<file path="config.mk">
export PLATFORM = sky130hd
export DESIGN_NAME = ramped_incremental_pd_motor_speed_flat
export DESIGN_NICKNAME = d
export VERILOG_FILES = /design/src/rtl/rpd_pkg.sv /design/src/rtl/rpd_in_if.sv /design/src/rtl/rpd_out_if.sv /design/src/rtl/ramped_incremental_pd_motor_speed.sv /design/src/rtl/rpd_mul.sv /design/src/flat_wrapper.sv
export SDC_FILE = /design/constraint.sdc
export NUM_CORES = 2
export LEC_CHECK = 0
export BUFFER_PORTS_ARGS = -buffer_cell sky130_fd_sc_hd__buf_2
export CAP_MARGIN = 10
export CELL_PAD_IN_SITES_DETAIL_PLACEMENT = 0
export CELL_PAD_IN_SITES_GLOBAL_PLACEMENT = 1
export CORE_ASPECT_RATIO = 1.25
export CORE_UTILIZATION = 51
export CTS_CLUSTER_DIAMETER = 30
export DETAILED_ROUTE_END_ITERATION = 8
export GPL_ROUTABILITY_DRIVEN = 0
export PLACE_DENSITY = 0.94
export RECOVER_POWER = 100
export SKIP_LAST_GASP = 1
export SYNTH_ARGS = -nofsm -noshare
export SYNTH_HDL_FRONTEND = slang
export SYNTH_SLANG_ARGS = --single-unit
</file>
<file path="constraint.sdc">
create_clock -name i_clk -period 12.6 [get_ports i_clk]
set_input_delay 0.63 -clock i_clk [delete_from_list [all_inputs] [get_ports i_clk]]
set_output_delay 0.63 -clock i_clk [all_outputs]
set_load 0.02 [all_outputs]
</file>
<file path="src/rtl/rpd_pkg.sv">
// ----------------------------------------------------------------------------
// rpd_pkg
// shared widths, limits and register indexes of the ramped pd speed controller
// ----------------------------------------------------------------------------
package rpd_pkg;

    localparam int CFG_W     = 16;
    localparam int CFG_IDX_W = 3;
    localparam int DUTY_W    = 8;
    localparam int RSP_W     = 13;

    localparam int SP_W      = 24;
    localparam int RAMP_W    = 26;
    localparam int DIFF_W    = 25;
    localparam int ERR_W     = 19;
    localparam int DERR_W    = 20;
    localparam int ACC_W     = 16;
    localparam int SUM_W     = 38;
    localparam int DINC_W    = SUM_W - 12;
    localparam int ACCX_W    = DINC_W + 1;

    localparam int MUL_A_W   = DIFF_W;
    localparam int MUL_B_W   = 17;
    localparam int MUL_P_W   = MUL_A_W + MUL_B_W;

    localparam logic signed [RAMP_W-1:0] SP_MAX   = RAMP_W'(8388607);
    localparam logic signed [RAMP_W-1:0] SP_MIN   = -RAMP_W'(8388608);
    localparam logic signed [DINC_W-1:0] ERR_LIM  = DINC_W'(1023 * 256);
    localparam logic signed [ACCX_W-1:0] DUTY_LIM = ACCX_W'(100 * 256);

    localparam logic [15:0] RST_ACCEL = 16'd2560;
    localparam logic [15:0] RST_SCALE = 16'd6242;
    localparam logic [15:0] RST_KP    = 16'd451;
    localparam logic [15:0] RST_KD    = 16'd4096;

    typedef enum logic [CFG_IDX_W-1:0] {
        CFG_TARGET  = 3'd0,
        CFG_ACCEL   = 3'd1,
        CFG_FORWARD = 3'd2,
        CFG_STOP    = 3'd3,
        CFG_SCALE   = 3'd4,
        CFG_KP      = 3'd5,
        CFG_KD      = 3'd6
    } t_cfg_idx;

endpackage

</file>
<file path="src/rtl/rpd_in_if.sv">
// ----------------------------------------------------------------------------
// rpd_in_if
// input channel: one measured speed word per control tick
// ----------------------------------------------------------------------------
interface rpd_in_if #(
    parameter int SPEED_BITS = 12
);
    logic                         valid;
    logic                         ready;
    logic signed [SPEED_BITS-1:0] measured_speed;

    modport source (output valid, output measured_speed, input ready);
    modport sink   (input valid, input measured_speed, output ready);
endinterface

</file>
<file path="src/rtl/rpd_out_if.sv">
// ----------------------------------------------------------------------------
// rpd_out_if
// output channel: duty, ramped setpoint and clamp flag per control tick
// ----------------------------------------------------------------------------
interface rpd_out_if;
    import rpd_pkg::*;

    logic                     valid;
    logic                     ready;
    logic signed [DUTY_W-1:0] duty;
    logic signed [RSP_W-1:0]  ramped_setpoint;
    logic                     clamped;

    modport source (output valid, output duty, output ramped_setpoint, output clamped,
                    input ready);
    modport sink   (input valid, input duty, input ramped_setpoint, input clamped,
                    output ready);
endinterface

</file>
<file path="src/rtl/ramped_incremental_pd_motor_speed.sv">
// ----------------------------------------------------------------------------
// ramped_incremental_pd_motor_speed
// velocity form pd speed controller with a ramped setpoint
// ----------------------------------------------------------------------------
// One measured speed word is taken per control tick and one result word is
// returned: the new duty in percent, the integer part of the ramped setpoint
// and a flag set when the duty hit its limit. A tick runs one ramp step,
// then three passes through a single shared multiplier for error scaling,
// proportional term and derivative term, saturation and the accumulator
// update; the result is then presented and the input is ready again once
// the sequencer is back in idle. The input is not ready while a tick is in
// progress; a finished result waits in the output register, so the next
// tick can be accepted while it is still untaken, and that next tick holds
// in its last step until the output register is free.
// Configuration writes take effect at once and are meant for idle periods.
// ----------------------------------------------------------------------------
module ramped_incremental_pd_motor_speed #(
    parameter int SPEED_BITS = 12
) (
    input  logic                              i_clk,
    input  logic                              i_rst_n,
    rpd_in_if.sink                            i_in,
    rpd_out_if.source                         o_out,
    input  logic                              i_cfg_we,
    input  logic [rpd_pkg::CFG_IDX_W-1:0]     i_cfg_idx,
    input  logic [rpd_pkg::CFG_W-1:0]         i_cfg_data
);
    import rpd_pkg::*;

    typedef enum logic [2:0] {
        S_IDLE, S_RAMP, S_ERR, S_SAT, S_PROP, S_DERIV, S_ACC, S_DONE
    } t_state;

    t_state r_state;

    // configuration
    logic signed [SPEED_BITS-1:0] r_target;
    logic [15:0]                  r_accel;
    logic                         r_forward;
    logic                         r_stop;
    logic [15:0]                  r_scale;
    logic [15:0]                  r_kp;
    logic [15:0]                  r_kd;

    // controller state
    logic signed [SP_W-1:0]       r_sp;
    logic signed [ACC_W-1:0]      r_acc;
    logic signed [ERR_W-1:0]      r_last;

    // working registers
    logic signed [SPEED_BITS-1:0] r_speed;
    logic signed [ERR_W-1:0]      r_e;
    logic signed [SUM_W-1:0]      r_sum;
    logic                         r_clip;

    // output word
    logic                         r_out_valid;
    logic signed [DUTY_W-1:0]     r_duty;
    logic signed [RSP_W-1:0]      r_rsp;
    logic                         r_clamped;

    logic                         mul_en;
    logic signed [MUL_A_W-1:0]    mul_a;
    logic signed [MUL_B_W-1:0]    mul_b;
    logic signed [MUL_P_W-1:0]    mul_p;

    rpd_mul u_mul (
        .i_clk (i_clk),
        .i_en  (mul_en),
        .i_a   (mul_a),
        .i_b   (mul_b),
        .o_p   (mul_p)
    );

    // ramp step
    logic signed [RAMP_W-1:0] sp_x, tgt_x, step_x, ramp_v, n_sp_x;
    logic signed [SP_W-1:0]   n_sp;

    always_comb begin
        sp_x   = RAMP_W'(r_sp);
        tgt_x  = RAMP_W'(r_target) <<< 8;
        step_x = RAMP_W'(r_accel);
        if (!r_stop) begin
            if (r_forward) begin
                ramp_v = (sp_x < tgt_x) ? sp_x + step_x : tgt_x;
            end else begin
                ramp_v = (sp_x > tgt_x) ? sp_x - step_x : tgt_x;
            end
        end else begin
            if (r_forward) begin
                ramp_v = (sp_x > 0) ? sp_x - step_x : '0;
            end else begin
                ramp_v = (sp_x < 0) ? sp_x + step_x : '0;
            end
        end
        priority if (ramp_v > SP_MAX) begin
            n_sp_x = SP_MAX;
        end else if (ramp_v < SP_MIN) begin
            n_sp_x = SP_MIN;
        end else begin
            n_sp_x = ramp_v;
        end
        n_sp = n_sp_x[SP_W-1:0];
    end

    // multiplier operand select
    logic signed [DIFF_W-1:0] diff;
    logic signed [DERR_W-1:0] derr;

    always_comb begin
        diff   = DIFF_W'(r_sp) - (DIFF_W'(r_speed) <<< 8);
        derr   = DERR_W'(r_e) - DERR_W'(r_last);
        mul_en = (r_state == S_ERR) || (r_state == S_PROP) || (r_state == S_DERIV);
        unique case (r_state)
            S_ERR: begin
                mul_a = diff;
                mul_b = signed'({1'b0, r_scale});
            end
            S_PROP: begin
                mul_a = MUL_A_W'(r_e);
                mul_b = signed'({1'b0, r_kp});
            end
            default: begin
                mul_a = MUL_A_W'(derr);
                mul_b = signed'({1'b0, r_kd});
            end
        endcase
    end

    // error saturation
    logic signed [DINC_W-1:0] e_raw;
    logic signed [ERR_W-1:0]  n_e;

    always_comb begin
        e_raw = mul_p[MUL_P_W-1:16];
        priority if (e_raw > ERR_LIM) begin
            n_e = ERR_LIM[ERR_W-1:0];
        end else if (e_raw < -ERR_LIM) begin
            n_e = -ERR_LIM[ERR_W-1:0];
        end else begin
            n_e = e_raw[ERR_W-1:0];
        end
    end

    // accumulator update
    logic signed [SUM_W-1:0]  sum;
    logic signed [ACCX_W-1:0] acc_x;
    logic signed [ACC_W-1:0]  n_acc;
    logic                     n_clip;

    always_comb begin
        sum   = r_sum + mul_p[SUM_W-1:0];
        acc_x = ACCX_W'(r_acc) + ACCX_W'(signed'(sum[SUM_W-1:12]));
        priority if (acc_x > DUTY_LIM) begin
            n_acc  = DUTY_LIM[ACC_W-1:0];
            n_clip = 1'b1;
        end else if (acc_x < -DUTY_LIM) begin
            n_acc  = -DUTY_LIM[ACC_W-1:0];
            n_clip = 1'b1;
        end else begin
            n_acc  = acc_x[ACC_W-1:0];
            n_clip = 1'b0;
        end
    end

    // truncation toward zero of the output fields
    logic signed [ACC_W:0]  acc_s, acc_m, acc_q;
    logic signed [SP_W:0]   sp_s, sp_m, sp_q;
    logic signed [DUTY_W-1:0] n_duty;
    logic signed [RSP_W-1:0]  n_rsp;

    always_comb begin
        acc_s  = (ACC_W+1)'(r_acc);
        acc_m  = acc_s[ACC_W] ? -acc_s : acc_s;
        acc_q  = acc_s[ACC_W] ? -(acc_m >>> 8) : (acc_m >>> 8);
        n_duty = acc_q[DUTY_W-1:0];
        sp_s   = (SP_W+1)'(r_sp);
        sp_m   = sp_s[SP_W] ? -sp_s : sp_s;
        sp_q   = sp_s[SP_W] ? -(sp_m >>> 8) : (sp_m >>> 8);
        n_rsp  = sp_q[RSP_W-1:0];
    end

    logic out_free;
    assign out_free = !r_out_valid || o_out.ready;

    // configuration registers
    always_ff @(posedge i_clk) begin
        if (!i_rst_n) begin
            r_target  <= '0;
            r_accel   <= RST_ACCEL;
            r_forward <= 1'b1;
            r_stop    <= 1'b1;
            r_scale   <= RST_SCALE;
            r_kp      <= RST_KP;
            r_kd      <= RST_KD;
        end else if (i_cfg_we) begin
            unique case (i_cfg_idx)
                CFG_TARGET:  r_target  <= i_cfg_data[SPEED_BITS-1:0];
                CFG_ACCEL:   r_accel   <= i_cfg_data[15:0];
                CFG_FORWARD: r_forward <= i_cfg_data[0];
                CFG_STOP:    r_stop    <= i_cfg_data[0];
                CFG_SCALE:   r_scale   <= i_cfg_data[15:0];
                CFG_KP:      r_kp      <= i_cfg_data[15:0];
                CFG_KD:      r_kd      <= i_cfg_data[15:0];
                default: ;
            endcase
        end
    end

    // sequencer
    always_ff @(posedge i_clk) begin
        if (!i_rst_n) begin
            r_state     <= S_IDLE;
            r_sp        <= '0;
            r_acc       <= '0;
            r_last      <= '0;
            r_out_valid <= 1'b0;
        end else begin
            // the done step loads or holds the output word itself
            if (o_out.ready && (r_state != S_DONE)) begin
                r_out_valid <= 1'b0;
            end
            unique case (r_state)
                S_IDLE: begin
                    if (i_in.valid) begin
                        r_speed <= i_in.measured_speed;
                        r_state <= S_RAMP;
                    end
                end
                S_RAMP: begin
                    r_sp    <= n_sp;
                    r_state <= S_ERR;
                end
                S_ERR: begin
                    r_state <= S_SAT;
                end
                S_SAT: begin
                    r_e     <= n_e;
                    r_state <= S_PROP;
                end
                S_PROP: begin
                    r_state <= S_DERIV;
                end
                S_DERIV: begin
                    r_sum   <= mul_p[SUM_W-1:0];
                    r_state <= S_ACC;
                end
                S_ACC: begin
                    r_acc   <= n_acc;
                    r_clip  <= n_clip;
                    r_last  <= r_e;
                    r_state <= S_DONE;
                end
                S_DONE: begin
                    if (out_free) begin
                        r_out_valid <= 1'b1;
                        r_duty      <= n_duty;
                        r_rsp       <= n_rsp;
                        r_clamped   <= r_clip;
                        r_state     <= S_IDLE;
                    end
                end
                default: begin
                    r_state <= S_IDLE;
                end
            endcase
        end
    end

    assign i_in.ready            = (r_state == S_IDLE);
    assign o_out.valid           = r_out_valid;
    assign o_out.duty            = r_duty;
    assign o_out.ramped_setpoint = r_rsp;
    assign o_out.clamped         = r_clamped;
endmodule

</file>
<file path="src/rtl/rpd_mul.sv">
// ----------------------------------------------------------------------------
// rpd_mul
// shared signed multiplier with registered product
// ----------------------------------------------------------------------------
module rpd_mul (
    input  logic                                 i_clk,
    input  logic                                 i_en,
    input  logic signed [rpd_pkg::MUL_A_W-1:0]   i_a,
    input  logic signed [rpd_pkg::MUL_B_W-1:0]   i_b,
    output logic signed [rpd_pkg::MUL_P_W-1:0]   o_p
);
    import rpd_pkg::*;

    logic signed [MUL_P_W-1:0] r_p;

    always_ff @(posedge i_clk) begin
        if (i_en) begin
            r_p <= MUL_P_W'(i_a) * MUL_P_W'(i_b);
        end
    end

    assign o_p = r_p;
endmodule
</file>
<file path="src/flat_wrapper.sv">
// flat-port wrapper written by rule: the top's interface ports become plain ports
module ramped_incremental_pd_motor_speed_flat import rpd_pkg::*;
#(
    parameter int SPEED_BITS = 12
)
  (i_clk, i_rst_n, i_cfg_we, i_cfg_idx, i_cfg_data, i_in_valid, i_in_measured_speed, i_in_ready, o_out_valid, o_out_duty, o_out_ramped_setpoint, o_out_clamped, o_out_ready);
  rpd_in_if #(.SPEED_BITS(SPEED_BITS)) i_in_i ();
  rpd_out_if o_out_i ();
  input  logic i_clk;
  input  logic i_rst_n;
  input  logic i_cfg_we;
  input  logic [rpd_pkg::CFG_IDX_W-1:0] i_cfg_idx;
  input  logic [rpd_pkg::CFG_W-1:0] i_cfg_data;
  input wire logic [$bits(i_in_i.valid)-1:0] i_in_valid;
  input wire logic [$bits(i_in_i.measured_speed)-1:0] i_in_measured_speed;
  output wire logic [$bits(i_in_i.ready)-1:0] i_in_ready;
  output wire logic [$bits(o_out_i.valid)-1:0] o_out_valid;
  output wire logic [$bits(o_out_i.duty)-1:0] o_out_duty;
  output wire logic [$bits(o_out_i.ramped_setpoint)-1:0] o_out_ramped_setpoint;
  output wire logic [$bits(o_out_i.clamped)-1:0] o_out_clamped;
  input wire logic [$bits(o_out_i.ready)-1:0] o_out_ready;
  assign i_in_i.valid = i_in_valid;
  assign i_in_i.measured_speed = i_in_measured_speed;
  assign i_in_ready = i_in_i.ready;
  assign o_out_valid = o_out_i.valid;
  assign o_out_duty = o_out_i.duty;
  assign o_out_ramped_setpoint = o_out_i.ramped_setpoint;
  assign o_out_clamped = o_out_i.clamped;
  assign o_out_i.ready = o_out_ready;
  ramped_incremental_pd_motor_speed #(.SPEED_BITS(SPEED_BITS)) u_core (.i_clk(i_clk), .i_rst_n(i_rst_n), .i_in(i_in_i), .o_out(o_out_i), .i_cfg_we(i_cfg_we), .i_cfg_idx(i_cfg_idx), .i_cfg_data(i_cfg_data));
endmodule
</file>
==> reports/results.txt <==
DP Cell Count: 4704
Async S/R FF share, synth: 0
Setup_tns: 0 ns
Syn_area_per_cell: 8.556 µm²
Reg2reg start: u_core.r_e[0]$_SDFFCE_PP0P_
CP peak stage delay: 1.03 ns
Total CTS buffers: 59
DP Area: 0.03459 mm²
Per-cell routed wire length: 20.48 µm
R2r endpoint: u_core.u_mul.o_p[41]$_DFFE_PP_
Root buffer cell: clkbuf_16
Final HPWL DP: 75.06 mm
CP endpoint kind: register
Initial core utilization: 0.5165
Top post-synthesis cells by count: inv_1 (598), nand2_1 (578), fa_1 (390), nor2_1 (325), ha_1 (252)
CP Data Arrival Time: 11.09 ns
Final Util: 0.5660
Critical path fanouts, max: 8
Worst vdd ir: 0.1225 mV
Overflow left after global routing: 0
Slowest cell on the critical path: o21ai_0
Leading area contributor after synthesis: fa_1
Worst min path class: primary input to register
Fmax: 0.09320 GHz
Top cells by area, synth: fa_1 (23%), edfxtp_1 (12%), ha_1 (9.5%)
Fin area: 0.03653 mm²
Tightest Pin Transition: 3.820 ns
Hold Buf Count CTS: 0
H-tree levels: 2
Sequential-to-total area share from yosys stat: 0.2054
Most frequent cell after synthesis: inv_1
Worst path most repeated cell: fa_1
Final hold vios: 0
Post-synthesis cell type count: 99
Final wirelength: 98.62 mm
Post-CTS sizing: 0
Synth Flop Type: dfxtp_1
Residual DRC: 0
Pwr dens: 169.6 mW/mm²
Rel. slew slack: -1.547
Syn_nets: 4574
Post-CTS Setup Bufs: 0
Nets: 4596
Vias per cell: 5.916
Overall global routing resource usage: 0.3050
Layout cells sized above 1: 0.06327
Setup WS pre-CTS: 2.426 ns
Clock skew: 0.03598 ns
Port buffer count: 59
Core area: 0.06454 mm²
Leak pwr: 16.03 nW
Setup Viol. Count Final: 0
Vias in the first global route: 28920
Die height: 287.8 µm
Reg clk slew, reported paths: 0.05 ns
Setup ws final: 1.871 ns
Fin. max-slew vios: 254
CTS tree: done
Crit path capture: u_core.u_mul.o_p[41]$_DFFE_PP_
Fin crit period: 10.73 ns
Row cnt: 104
Clk_lat worst skew: 0.63 ns
RSZ-0062 raised after global routing: no
Failing checks: max-capacitance violations, max-slew violations
Final Non-Filler Cells: 4815
Routed Antenna Nets: 0
Crit share post-route: 0.8515
Status: finished, violations left
Die area: 0.06639 mm²
Largest net degree at the start of global routing: 83
Die span in x: 230.7 µm
R2R cell count: 34
Flop-to-flop setup slack: 1.87 ns
Worst Path Required: 12.96 ns
Start point of the critical path: u_core.r_e[0]$_SDFFCE_PP0P_
WS Path Type: register to register
Synth top area share: 0.2342
First-pass GRT wire length: 157.7 mm
Area growth syn-to-layout: 9.598%
Antenna cell count: 0
Ports: 60
Initial antenna violation count: 0
Drt first pass iters: 6
Post-synth EDFFs: 134
Synthesized flop and latch total: 275
TritonCTS Sinks: 275
Crit start category: register
Ys Warns: 0
Routed vias: 28490
Synthesized instance count: 3896
Largest buffer count on any clock path: 3
Drt initial violations: 2310
Max Cap Viol: 6
Synth Cell Area: 0.03333 mm²
sequential cells by signal, summed over array words and instances (netlist names), 3 cells and up:
register	cells
u_core.u_mul.o_p	42
u_core.o_out.ramped_setpoint	13
u_core.r_target	12
u_core.r_state	3
u_core.r_sp	24
u_core.r_kp	16
u_core.r_kd	16
u_core.r_e	19
u_core.r_last	19
u_core.o_out.duty	8
u_core.r_sum	38
u_core.r_acc	16
u_core.r_accel	16
u_core.r_speed	12
u_core.r_scale	16
how the worst min path moves through the flow:
stage,from,endpoint,slack (ns),cells past startpoint
after floorplan,u_core.r_clip$_SDFFCE_PN1P_,u_core.o_out.clamped$_DFFE_PP_,0.40,0
after global placement,u_core.r_clip$_SDFFCE_PN1P_,u_core.o_out.clamped$_DFFE_PP_,0.41,0
after detailed placement,u_core.r_clip$_SDFFCE_PN1P_,u_core.o_out.clamped$_DFFE_PP_,0.41,0
after CTS,i_in_measured_speed[0],u_core.r_speed[0]$_DFFE_PP_,0.16,1
after global routing,i_in_measured_speed[0],u_core.r_speed[0]$_DFFE_PP_,0.17,1
final,i_in_measured_speed[0],u_core.r_speed[0]$_DFFE_PP_,0.18,1
logic make-up after synthesis:
| logic type | share of synthesized area |
|---|---|
| buffers and inverters | 0.08580 |
| AOI/OAI and AO/OA | 0.1589 |
| xor gates and xnor gates | 0.04283 |
| adders and majority gates | 0.3340 |
| DFF | 0.2054 |
| muxes | 0.004729 |
| and+or+nand+nor | 0.1684 |
power by group:
group,switching [mW],internal [mW]
logic,2.11,1.28
clock network,0.558,1.02
registers,0.140,1.08
total,2.81,3.39
critical path, delay by kind of cell (launching register included):
family                   cells  cell delay (ns)
AO/OA/AOI/OAI               14             4.73
adder cells (fa/ha/maj)      9             4.02
AND/OR/NAND/NOR              3             0.56
flip-flops                   1             0.43
buffers and inverters        6             0.35
multiplexers                 1             0.27
XOR/XNOR                     1             0.11
layer usage:
layer | vias to the layer above | track usage | routed length [µm]
li1 | 13080 | - | -
met1 | 13740 | 0.3746 | 37640
met2 | 1337 | 0.5058 | 46640
met3 | 327 | 0.06280 | 8720
met4 | 0 | 0.1586 | 5623
met5 | - | 0 | 0
layout make-up:
cell class | instances | area [µm²]
inverters | 598 | 2246
fillers | 5846 | 28010
repair buffers | 118 | 669.4
well taps | 848 | 1061
clock inverters | 44 | 528.0
clock buffers | 66 | 1513
multi-input cells | 2866 | 23670
flip-flops and latches | 275 | 6847
stage by stage:
| stage | total power, mW | hold WS, ns |
|---|---|---|
| 4_1_cts | 6.164 | 0.1606 |
| 6_report | 6.197 | 0.1817 |
| 3_3_place_gp | 4.534 | 0.4055 |
| 2_1_floorplan | 3.657 | 0.4003 |
| 5_1_grt | 6.632 | 0.1667 |
| 3_5_place_dp | 4.564 | 0.4132 |
placed cells by master (no fill, tap or decap), types with 19 or more instances in the layout:
master	n
buf_2	34
nand2b_1	26
o21ai_0	104
nor2b_1	34
o21a_1	35
clkbuf_16	59
and2_1	33
a221oi_1	27
a31oi_1	22
edfxtp_1	134
nand4_1	27
ha_1	252
xor2_1	46
nand2_1	578
fa_1	390
o211ai_1	24
dfxtp_1	141
nor4_1	19
clkbuf_1	41
a211oi_1	47
and3_1	33
a221o_1	28
or3_1	22
xnor2_1	117
nand3_1	48
nor2_1	324
nor3_1	64
buf_4	49
a21oi_1	221
inv_1	597
a21o_1	56
(Power assumes the default switching activity.)
